`src/rtl/core/bba_pkg.sv`:
```
// Shared types and constants of the bitmap block allocator.
package bba_pkg;

    localparam int IDX_W       = 12;
    localparam int CFG_W       = 13;
    localparam int STAT_W      = 2;
    localparam int IN_TDATA_W  = 16;
    localparam int OUT_TDATA_W = 16;
    localparam int CFG_RESET   = 4096;

    typedef enum logic
    {
        CMD_ALLOC = 1'b0,
        CMD_FREE  = 1'b1
    } cmd_t;

    typedef enum logic [STAT_W-1:0]
    {
        STAT_OK          = 2'd0,
        STAT_FULL        = 2'd1,
        STAT_DOUBLE_FREE = 2'd2,
        STAT_RANGE       = 2'd3
    } status_t;

    typedef enum logic [2:0]
    {
        S_CLEAR,
        S_IDLE,
        S_SCAN,
        S_FREE_ADDR,
        S_FREE_CHK,
        S_DONE
    } state_t;

endpackage

```
`src/rtl/core/bba_map_ram.sv`:
```
// Allocation map storage: one write port, one read port, registered read data.
module bba_map_ram #(
    parameter int DEPTH  = 512,
    parameter int WIDTH  = 8,
    parameter int ADDR_W = 9
) (
    input  logic              clk,
    input  logic              rd_en,
    input  logic [ADDR_W-1:0] rd_addr,
    output logic [WIDTH-1:0]  rd_data,
    input  logic              wr_en,
    input  logic [ADDR_W-1:0] wr_addr,
    input  logic [WIDTH-1:0]  wr_data
);

    logic [WIDTH-1:0] mem [DEPTH];

    always_ff @(posedge clk)
    begin
        if (rd_en)
        begin
            rd_data <= mem[rd_addr];
        end
        if (wr_en)
        begin
            mem[wr_addr] <= wr_data;
        end
    end

endmodule

```
`src/rtl/core/bba_word_scan.sv`:
```
// Finds the lowest clear bit of one map word among the bits still below the count.
module bba_word_scan #(
    parameter int WIDTH = 8,
    parameter int CNT_W = 13,
    parameter int BIT_W = 3
) (
    input  logic [WIDTH-1:0] word,
    input  logic [CNT_W-1:0] remaining,
    output logic             found,
    output logic [BIT_W-1:0] bit_idx
);

    always_comb
    begin
        found   = 1'b0;
        bit_idx = '0;
        // walk down so the lowest hit wins
        for (int b = WIDTH - 1; b >= 0; b--)
        begin
            if (!word[b] && (remaining > CNT_W'(b)))
            begin
                found   = 1'b1;
                bit_idx = BIT_W'(b);
            end
        end
    end

endmodule

```
`src/rtl/core/bitmap_block_allocator_unit.sv`:
```
// Top level of the first-fit bitmap block allocator.
//
//  port group       | dir | contents
//  -----------------+-----+------------------------------------------------
//  cfg_*            | in  | blocks_in_use write, 13 bits
//  s_t*             | in  | tuser: command; tdata: block_index [11:0]
//  m_t*             | out | tdata: granted_block [11:0]; tuser: status
//
//  Allocate: map words are read one per cycle through the map RAM read port
//  until a free bit is found or the last word has been scanned. Free: the word
//  holding the index is read and its bit checked; an out-of-range index skips the read.
//  After reset a clearing pass writes every map word (DEPTH words, 512 at
//  default parameters); s_tready stays low until it ends, cfg writes are taken.
//  The output register holds a result until taken; a new beat is accepted
//  meanwhile, and its finish stalls only while that result is still waiting.
module bitmap_block_allocator_unit #(
    parameter int MAX_BLOCKS    = 4096,
    parameter int MAP_WORD_BITS = 8
) (
    input  logic                               clk,
    input  logic                               rst_n,
    input  logic                               cfg_valid,
    output logic                               cfg_ready,
    input  logic [bba_pkg::CFG_W-1:0]          cfg_data,
    input  logic                               s_tvalid,
    output logic                               s_tready,
    input  logic [bba_pkg::IN_TDATA_W-1:0]     s_tdata,   // block_index [11:0]
    input  logic                               s_tuser,   // command
    output logic                               m_tvalid,
    input  logic                               m_tready,
    output logic [bba_pkg::OUT_TDATA_W-1:0]    m_tdata,   // granted_block [11:0]
    output logic [bba_pkg::STAT_W-1:0]         m_tuser    // status
);

    import bba_pkg::*;

    localparam int DEPTH   = (MAX_BLOCKS + MAP_WORD_BITS - 1) / MAP_WORD_BITS;
    localparam int ADDR_W  = (DEPTH > 1) ? $clog2(DEPTH) : 1;
    localparam int BIT_W   = $clog2(MAP_WORD_BITS);
    localparam int CNT_W   = ($clog2(MAX_BLOCKS + 1) > CFG_W) ? $clog2(MAX_BLOCKS + 1) : CFG_W;
    localparam int SHIFT   = IDX_W + BIT_W;
    localparam int RECIP_W = SHIFT + 1;
    localparam int PROD_W  = IDX_W + RECIP_W;
    localparam int QW_W    = IDX_W + BIT_W + 1;
    localparam int RST_EFF = (CFG_RESET > MAX_BLOCKS) ? MAX_BLOCKS : CFG_RESET;

    localparam logic [RECIP_W-1:0] RECIP     = RECIP_W'((2 ** SHIFT) / MAP_WORD_BITS);
    localparam logic [CNT_W-1:0]   MAX_C     = CNT_W'(MAX_BLOCKS);
    localparam logic [CNT_W-1:0]   W_CNT     = CNT_W'(MAP_WORD_BITS);
    localparam logic [IDX_W-1:0]   W_IDX     = IDX_W'(MAP_WORD_BITS);
    localparam logic [ADDR_W-1:0]  LAST_ADDR = ADDR_W'(DEPTH - 1);
    localparam logic [MAP_WORD_BITS-1:0] ONE_BIT = {{(MAP_WORD_BITS-1){1'b0}}, 1'b1};

    state_t                 state_reg, state_next;
    logic [CNT_W-1:0]       eff_count_reg, eff_count_next;
    logic [ADDR_W-1:0]      clr_addr_reg, clr_addr_next;
    logic                   out_valid_reg, out_valid_next;

    logic [IDX_W-1:0]       idx_reg, idx_next;
    logic [IDX_W-1:0]       q_reg, q_next;
    logic [ADDR_W-1:0]      addr_reg, addr_next;
    logic [BIT_W-1:0]       bit_reg, bit_next;
    logic [CNT_W-1:0]       base_reg, base_next;
    logic [IDX_W-1:0]       res_block_reg, res_block_next;
    status_t                res_status_reg, res_status_next;
    logic [IDX_W-1:0]       out_block_reg, out_block_next;
    status_t                out_status_reg, out_status_next;

    logic                      mem_rd_en, mem_wr_en;
    logic [ADDR_W-1:0]         mem_rd_addr, mem_wr_addr;
    logic [MAP_WORD_BITS-1:0]  mem_rd_data, mem_wr_data;

    logic                   in_accept;
    cmd_t                   in_cmd;
    logic [IDX_W-1:0]       in_idx;
    logic [PROD_W-1:0]      recip_prod;
    logic [QW_W-1:0]        qw_prod;
    logic [IDX_W-1:0]       rem, rem_fix, q_fix;
    logic [ADDR_W-1:0]      free_addr;
    logic [BIT_W-1:0]       free_bit;
    logic                   in_range;
    logic                   bit_used;
    logic [CNT_W-1:0]       remaining;
    logic                   last_word;
    logic                   scan_found;
    logic [BIT_W-1:0]       scan_bit;
    logic [CNT_W-1:0]       grant;
    logic [CNT_W-1:0]       cfg_ext;
    logic                   out_load;

    bba_map_ram #(
        .DEPTH  (DEPTH),
        .WIDTH  (MAP_WORD_BITS),
        .ADDR_W (ADDR_W)
    ) u_map (
        .clk     (clk),
        .rd_en   (mem_rd_en),
        .rd_addr (mem_rd_addr),
        .rd_data (mem_rd_data),
        .wr_en   (mem_wr_en),
        .wr_addr (mem_wr_addr),
        .wr_data (mem_wr_data)
    );

    bba_word_scan #(
        .WIDTH (MAP_WORD_BITS),
        .CNT_W (CNT_W),
        .BIT_W (BIT_W)
    ) u_scan (
        .word      (mem_rd_data),
        .remaining (remaining),
        .found     (scan_found),
        .bit_idx   (scan_bit)
    );

    assign cfg_ready = 1'b1;
    assign s_tready  = (state_reg == S_IDLE);
    assign in_accept = s_tvalid && s_tready;
    assign in_cmd    = cmd_t'(s_tuser);
    assign in_idx    = s_tdata[IDX_W-1:0];
    assign cfg_ext   = CNT_W'(cfg_data);

    // word index estimate by reciprocal, low by at most one
    assign recip_prod = PROD_W'(in_idx) * PROD_W'(RECIP);

    always_comb
    begin
        qw_prod = QW_W'(q_reg) * QW_W'(MAP_WORD_BITS);
        rem     = idx_reg - qw_prod[IDX_W-1:0];
        if (rem >= W_IDX)
        begin
            q_fix   = q_reg + IDX_W'(1);
            rem_fix = rem - W_IDX;
        end
        else
        begin
            q_fix   = q_reg;
            rem_fix = rem;
        end
    end

    assign free_addr = ADDR_W'(q_fix);
    assign free_bit  = rem_fix[BIT_W-1:0];
    assign in_range  = (CNT_W'(idx_reg) < eff_count_reg);
    assign bit_used  = mem_rd_data[bit_reg];
    assign remaining = eff_count_reg - base_reg;
    assign last_word = (remaining <= W_CNT);
    assign grant     = base_reg + CNT_W'(scan_bit);
    assign out_load  = !out_valid_reg || m_tready;

    assign m_tvalid = out_valid_reg;
    assign m_tdata  = {{(OUT_TDATA_W-IDX_W){1'b0}}, out_block_reg};
    assign m_tuser  = out_status_reg;

    // next state
    always_comb
    begin
        state_next = state_reg;
        case (state_reg)
            S_CLEAR:
            begin
                if (clr_addr_reg == LAST_ADDR)
                begin
                    state_next = S_IDLE;
                end
            end
            S_IDLE:
            begin
                if (in_accept)
                begin
                    if (in_cmd == CMD_FREE)
                    begin
                        state_next = S_FREE_ADDR;
                    end
                    else if (eff_count_reg == '0)
                    begin
                        state_next = S_DONE;
                    end
                    else
                    begin
                        state_next = S_SCAN;
                    end
                end
            end
            S_SCAN:
            begin
                if (scan_found || last_word)
                begin
                    state_next = S_DONE;
                end
            end
            S_FREE_ADDR:
            begin
                state_next = in_range ? S_FREE_CHK : S_DONE;
            end
            S_FREE_CHK:
            begin
                state_next = S_DONE;
            end
            S_DONE:
            begin
                if (out_load)
                begin
                    state_next = S_IDLE;
                end
            end
            default:
            begin
                state_next = S_IDLE;
            end
        endcase
    end

    // datapath and memory control
    always_comb
    begin
        eff_count_next  = eff_count_reg;
        clr_addr_next   = clr_addr_reg;
        out_valid_next  = out_valid_reg && !m_tready;
        idx_next        = idx_reg;
        q_next          = q_reg;
        addr_next       = addr_reg;
        bit_next        = bit_reg;
        base_next       = base_reg;
        res_block_next  = res_block_reg;
        res_status_next = res_status_reg;
        out_block_next  = out_block_reg;
        out_status_next = out_status_reg;
        mem_rd_en       = 1'b0;
        mem_rd_addr     = '0;
        mem_wr_en       = 1'b0;
        mem_wr_addr     = '0;
        mem_wr_data     = '0;

        if (cfg_valid && cfg_ready)
        begin
            eff_count_next = (cfg_ext > MAX_C) ? MAX_C : cfg_ext;
        end

        case (state_reg)
            S_CLEAR:
            begin
                mem_wr_en     = 1'b1;
                mem_wr_addr   = clr_addr_reg;
                clr_addr_next = clr_addr_reg + ADDR_W'(1);
            end
            S_IDLE:
            begin
                if (in_accept)
                begin
                    res_block_next = '0;
                    if (in_cmd == CMD_FREE)
                    begin
                        idx_next = in_idx;
                        q_next   = recip_prod[SHIFT +: IDX_W];
                    end
                    else
                    begin
                        base_next       = '0;
                        addr_next       = '0;
                        res_status_next = STAT_FULL;
                        if (eff_count_reg != '0)
                        begin
                            mem_rd_en   = 1'b1;
                            mem_rd_addr = '0;
                        end
                    end
                end
            end
            S_SCAN:
            begin
                if (scan_found)
                begin
                    mem_wr_en       = 1'b1;
                    mem_wr_addr     = addr_reg;
                    mem_wr_data     = mem_rd_data | (ONE_BIT << scan_bit);
                    res_block_next  = grant[IDX_W-1:0];
                    res_status_next = STAT_OK;
                end
                else if (last_word)
                begin
                    res_status_next = STAT_FULL;
                end
                else
                begin
                    mem_rd_en   = 1'b1;
                    mem_rd_addr = addr_reg + ADDR_W'(1);
                    addr_next   = addr_reg + ADDR_W'(1);
                    base_next   = base_reg + W_CNT;
                end
            end
            S_FREE_ADDR:
            begin
                if (in_range)
                begin
                    mem_rd_en   = 1'b1;
                    mem_rd_addr = free_addr;
                    addr_next   = free_addr;
                    bit_next    = free_bit;
                end
                else
                begin
                    res_status_next = STAT_RANGE;
                end
            end
            S_FREE_CHK:
            begin
                if (bit_used)
                begin
                    mem_wr_en       = 1'b1;
                    mem_wr_addr     = addr_reg;
                    mem_wr_data     = mem_rd_data & ~(ONE_BIT << bit_reg);
                    res_status_next = STAT_OK;
                end
                else
                begin
                    res_status_next = STAT_DOUBLE_FREE;
                end
            end
            S_DONE:
            begin
                if (out_load)
                begin
                    out_valid_next  = 1'b1;
                    out_block_next  = res_block_reg;
                    out_status_next = res_status_reg;
                end
            end
            default:
            begin
            end
        endcase
    end

    always_ff @(posedge clk or negedge rst_n)
    begin
        if (!rst_n)
        begin
            state_reg     <= S_CLEAR;
            eff_count_reg <= CNT_W'(RST_EFF);
            clr_addr_reg  <= '0;
            out_valid_reg <= 1'b0;
        end
        else
        begin
            state_reg     <= state_next;
            eff_count_reg <= eff_count_next;
            clr_addr_reg  <= clr_addr_next;
            out_valid_reg <= out_valid_next;
        end
    end

    always_ff @(posedge clk)
    begin
        idx_reg        <= idx_next;
        q_reg          <= q_next;
        addr_reg       <= addr_next;
        bit_reg        <= bit_next;
        base_reg       <= base_next;
        res_block_reg  <= res_block_next;
        res_status_reg <= res_status_next;
        out_block_reg  <= out_block_next;
        out_status_reg <= out_status_next;
    end

`ifndef SYNTHESIS
    // a granted block always lies below the effective count
    a_grant_in_range: assert property (@(posedge clk) disable iff (!rst_n)
        (state_reg == S_SCAN && scan_found) |-> (grant < eff_count_reg))
        else $error("granted block at or above the block count");

    // reciprocal estimate needs at most one correction step
    a_div_fix: assert property (@(posedge clk) disable iff (!rst_n)
        (state_reg == S_FREE_ADDR) |-> (rem_fix < W_IDX))
        else $error("free word index correction out of range");

    // read and write never hit the same map word in one cycle
    a_no_rw_clash: assert property (@(posedge clk) disable iff (!rst_n)
        !(mem_wr_en && mem_rd_en && (mem_wr_addr == mem_rd_addr)))
        else $error("map read and write collide on one word");

    // a finished result reaches the output register on the next edge
    a_done_loads: assert property (@(posedge clk) disable iff (!rst_n)
        (state_reg == S_DONE && out_load) |=> (m_tvalid && state_reg == S_IDLE))
        else $error("result not loaded into output register");
`endif

endmodule
```
`config.mk`:
```
export PLATFORM = sky130hd
export DESIGN_NAME = bitmap_block_allocator_unit
export DESIGN_NICKNAME = d
export VERILOG_FILES = /design/src/rtl/core/bba_pkg.sv /design/src/rtl/core/bba_map_ram.sv /design/src/rtl/core/bba_word_scan.sv /design/src/rtl/core/bitmap_block_allocator_unit.sv
export SDC_FILE = /design/constraint.sdc
export NUM_CORES = 2
export LEC_CHECK = 0
export ABC_CLOCK_PERIOD_IN_PS = 33700
export BUFFER_PORTS_ARGS = -buffer_cell sky130_fd_sc_hd__buf_2
export CAP_MARGIN = 5
export CORE_MARGIN = 5
export CORE_UTILIZATION = 30
export CTS_BUF_LIST = sky130_fd_sc_hd__clkbuf_4
export DETAILED_ROUTE_END_ITERATION = 8
export GPL_TIMING_DRIVEN = 0
export MAX_ROUTING_LAYER = met4
export REMOVE_ABC_BUFFERS = 1
export SLEW_MARGIN = 0
export SYNTH_ARGS = -nofsm -noshare
export SYNTH_HDL_FRONTEND = slang
export SYNTH_HIERARCHICAL = 1
export SYNTH_SLANG_ARGS = --single-unit
```
`constraint.sdc`:
```
create_clock -name clk -period 33.7 [get_ports clk]
set_input_delay 1.685 -clock clk [delete_from_list [all_inputs] [get_ports clk]]
set_output_delay 1.685 -clock clk [all_outputs]
set_load 0.02 [all_outputs]
```
==> key figures <==
Yosys
  • Post-synthesis simple-gate area fraction: 0.0314
  • Top-area cell type share of the netlist area: 0.757
  • Most used standard cells in the synthesized netlist: sky130_fd_sc_hd__edfxtp_1, sky130_fd_sc_hd__mux2i_1, sky130_fd_sc_hd__mux4_2, sky130_fd_sc_hd__nor2_1, sky130_fd_sc_hd__o221ai_1
  • Share of the yosys chip area belonging to registers: 0.761
  • Dominant combinational cell family by area after synthesis: multiplexers
  • Post-synthesis cell type with the largest combined area: sky130_fd_sc_hd__edfxtp_1
  • Synth Cell Area: 165000 um2
  • Flops & latches, synth: 4192
  • Synth Warn #: 6
  • Count of distinct cell types in the synthesized netlist: between 80 and 90
  • Compound-gate portion of the synthesized area: 0.0474
  • XOR/XNOR share of the synthesized area: 0.00138
  • Synthesized area divided by synthesized cell count: 19.3 um2
  • Async set-or-reset flop fraction in the synthesized netlist: 0.00620
  • Cell with the most instances after synthesis: sky130_fd_sc_hd__edfxtp_1
  • Post-synthesis share of cell area spent on full adders, half adders and majority gates: 0.00182
  • EDFF count, synth: 4166
  • Mux contribution to synthesized area: 0.138
  • Synth Flop Type: sky130_fd_sc_hd__edfxtp_1
  • Leading post-synthesis cells by cell area: sky130_fd_sc_hd__edfxtp_1, sky130_fd_sc_hd__mux4_2, sky130_fd_sc_hd__mux2i_1
  • Post-Syn Instances: roughly 8500

Global routing
  • Antenna violations before repair: 18
  • All-layer global routing usage: 0.152
  • Total overflow reported by the global router: 0
  • Maximum number of pins on one net before global-route repair: 90
  • Wire length of the first global-routing pass: 623 mm
  • Number of global-route vias before repair: 92900

CTS
  • # clock sinks: 4192
  • Longest Clk Path Bufs: 5
  • Cell at the root of the clock tree: sky130_fd_sc_hd__clkbuf_4
  • Post-CTS setup-driven buffer insertion count: 0
  • Source-to-sink clock delay at the later pin of the worst-skew pair: 1.64 ns
  • H-tree depth: 7
  • Clock Pin Slew Worst Setup and Hold Paths: 0.06 ns
  • TritonCTS clock tree: yes
  • Number of buffers added by the clock tree synthesis step: approximately 1100

Setup path
  • Largest stage delay on the critical path: 0.94 ns
  • Crit. End Element: flop
  • Slowest cell on the critical path: sky130_fd_sc_hd__o21ai_0
  • Crit path buffers/inverters: 8
  • Largest fanout on the critical path: 47
  • Flop-to-flop setup slack: between 20 and 25 ns
  • CP dominant cell by count: sky130_fd_sc_hd__buf_16
  • Worst path required time: 35.03 ns
  • Crit path max-delay family: compound AO/OA/AOI/OAI gates
  • Crit Path Class: flop to flop
  • Arrival time of data at the critical path endpoint: 11.07 ns
  • Kind of launch point of the worst setup path: flop

Finish
  • Syn-to-layout area delta: 16.0%
  • Share of post-route cells with drive strength above 1: 0.269
  • Layout net count: about 9600
  • Final standard cell area without fillers: around 190000 um2
  • Max reg flops: 4096

Routing
  • Vias per inst: about 5.1
  • Via count: 89800
  • Routed length per placed instance: approximately 25 um
  • Final routed DRC violation total: 0
  • Count of antenna-violating nets left after detailed routing: 0
  • Final Routed Wirelength: 429 mm
  • First-pass DRT Iterations: 6
  • Iter 0 DRT Violations: 9531

Place
  • Instance area after placement: 179000 um2
  • I/O Buffers: 46
  • Final weighted congestion of routability-driven global placement: 0.839
  • Estimated wirelength of the detail-placed design: 282 mm

Timing
  • Setup Viol. Count Final: 0
  • Final min period: between 9 and 10 ns
  • Pin slew with the least headroom to its limit: 1.35 ns
  • RSZ-0062 raised after global routing: false
  • Final Hold Fails: 0
  • Relative max-transition margin: 0.0948
  • Fin crit share: 0.289
  • Clock Skews: 0.106 ns
  • Highest attainable clock frequency: 103 MHz
  • Final-report max-slew violation count: 0
  • Tightest hold margin: 0.264 ns

Floorplan
  • Horizontal extent of the die: 752 um
  • Count of boundary I/O pins: 56
  • Die outline height: around 750 um
  • Core box area: 549000 um2
  • Num rows: about 270
  • Area of the die: 566000 um2
  • Effective utilization at floorplan: 0.301

Pwr
  • Leakage dissipation: between 0.05 and 0.06 uW
  • PD cells: roughly 61 nW/um2
  • Largest vdd supply drop: approximately 34 uV

Status
  • Result of the run: finished, final reports clean

Hold path
  • Worst min-delay path class: primary input to flop

Run
  • Max capacitance violation total: 0
==> final timing paths <==
| kind | start | endpoint | depth (start not counted) |
|---|---|---|---|
| max | base_reg[3] | u_map/rd_data[3] | 26 |
| min | s_tdata[8] | idx_reg[8] | 1 |
| max reg2reg | base_reg[3] | u_map/rd_data[3] | 26 |
| min reg2reg | res_block_reg[3] | out_block_reg[3] | 0 |
| max in group asynchronous | rst_n | clr_addr_reg[5] | 2 |
| min in group asynchronous | rst_n | eff_count_reg[2] | 2 |
==> power breakdown <==
| part | total [uW] | switching, uW | leakage, uW | internal, uW |
|---|---|---|---|---|
| Clock | 4160 | 1950 | 0.00781 | 2200 |
| Combinational | 1630 | 1070 | 0.0117 | 563 |
| Sequential | 5940 | 28.7 | 0.0397 | 5910 |
| Total | 11700 | 3050 | 0.0591 | 8680 |
==> metrics by stage <==
step	util	power, uW	setup WS, ns	instances	setup TNS (ns)
6_report	0.349	11700	23.96	17500	0
5_1_grt	0.349	12200	23.46	17500	0
4_1_cts	0.349	11900	23.96	17500	0
3_5_place_dp	0.326	7680	23.99	15700	0
3_3_place_gp	0.313	9860	-132.21	15300	-
2_1_floorplan	-	8470	-32.93	8012	-263.04
==> kinds of logic (layout without fill, tap and decap cells) <==
family                     Yosys count  count (layout)
DFF                               4192            4192
muxes                             1457            1457
and+or+nand+nor                   1168            1168
adders and majority gates           24              24
xor gates and xnor gates            26              26
AOI/OAI and AO/OA                 1108            1108
other                                2              18
buffers and inverters              566            2213
==> cell type report <==
class | instances | area, um2
fillers | 50900 | 357000
flip-flops and latches | 4192 | 126000
multi-input cells | 3788 | 36700
clock buffers | 1549 | 11600
well taps | 7261 | 9080
repair buffers | 390 | 7020
clock inverters | 242 | 1290
inverters | 32 | 130
diodes | 13 | 32.5
==> per-layer routing <==
layer,track usage,wire (um),share of wire,vias to the layer above
li1,-,-,-,38100
met4,0.0646,14800,0.035,0
met3,0.0351,34300,0.080,776
met2,0.244,213000,0.50,4391
met1,0.186,167000,0.39,46600
met5,-,0,0,-
==> timing repair <==
item	in CTS	in global routing
gates resized for setup	0	0
endpoints found under the hold margin	25	0
hold buffers	1	0
==> placed cells by master (no fill, tap or decap), types with 39 or more instances in the layout <==
cell and instances:
sky130_fd_sc_hd__nor4_1 43, sky130_fd_sc_hd__a21oi_1 213, sky130_fd_sc_hd__nand4_1 40, sky130_fd_sc_hd__edfxtp_1 4166, sky130_fd_sc_hd__buf_16 123, sky130_fd_sc_hd__buf_2 51, sky130_fd_sc_hd__mux2i_1 797, sky130_fd_sc_hd__buf_12 39
sky130_fd_sc_hd__nor2_1 649, sky130_fd_sc_hd__buf_8 164, sky130_fd_sc_hd__o221ai_1 371, sky130_fd_sc_hd__nor3_1 115, sky130_fd_sc_hd__o22ai_1 163, sky130_fd_sc_hd__clkinv_1 171, sky130_fd_sc_hd__nand3_1 52, sky130_fd_sc_hd__a22oi_1 62
sky130_fd_sc_hd__mux4_2 656, sky130_fd_sc_hd__clkbuf_4 1550, sky130_fd_sc_hd__o21ai_0 140, sky130_fd_sc_hd__nand2_1 144
Note: power is estimated with default switching activity, not from simulation.
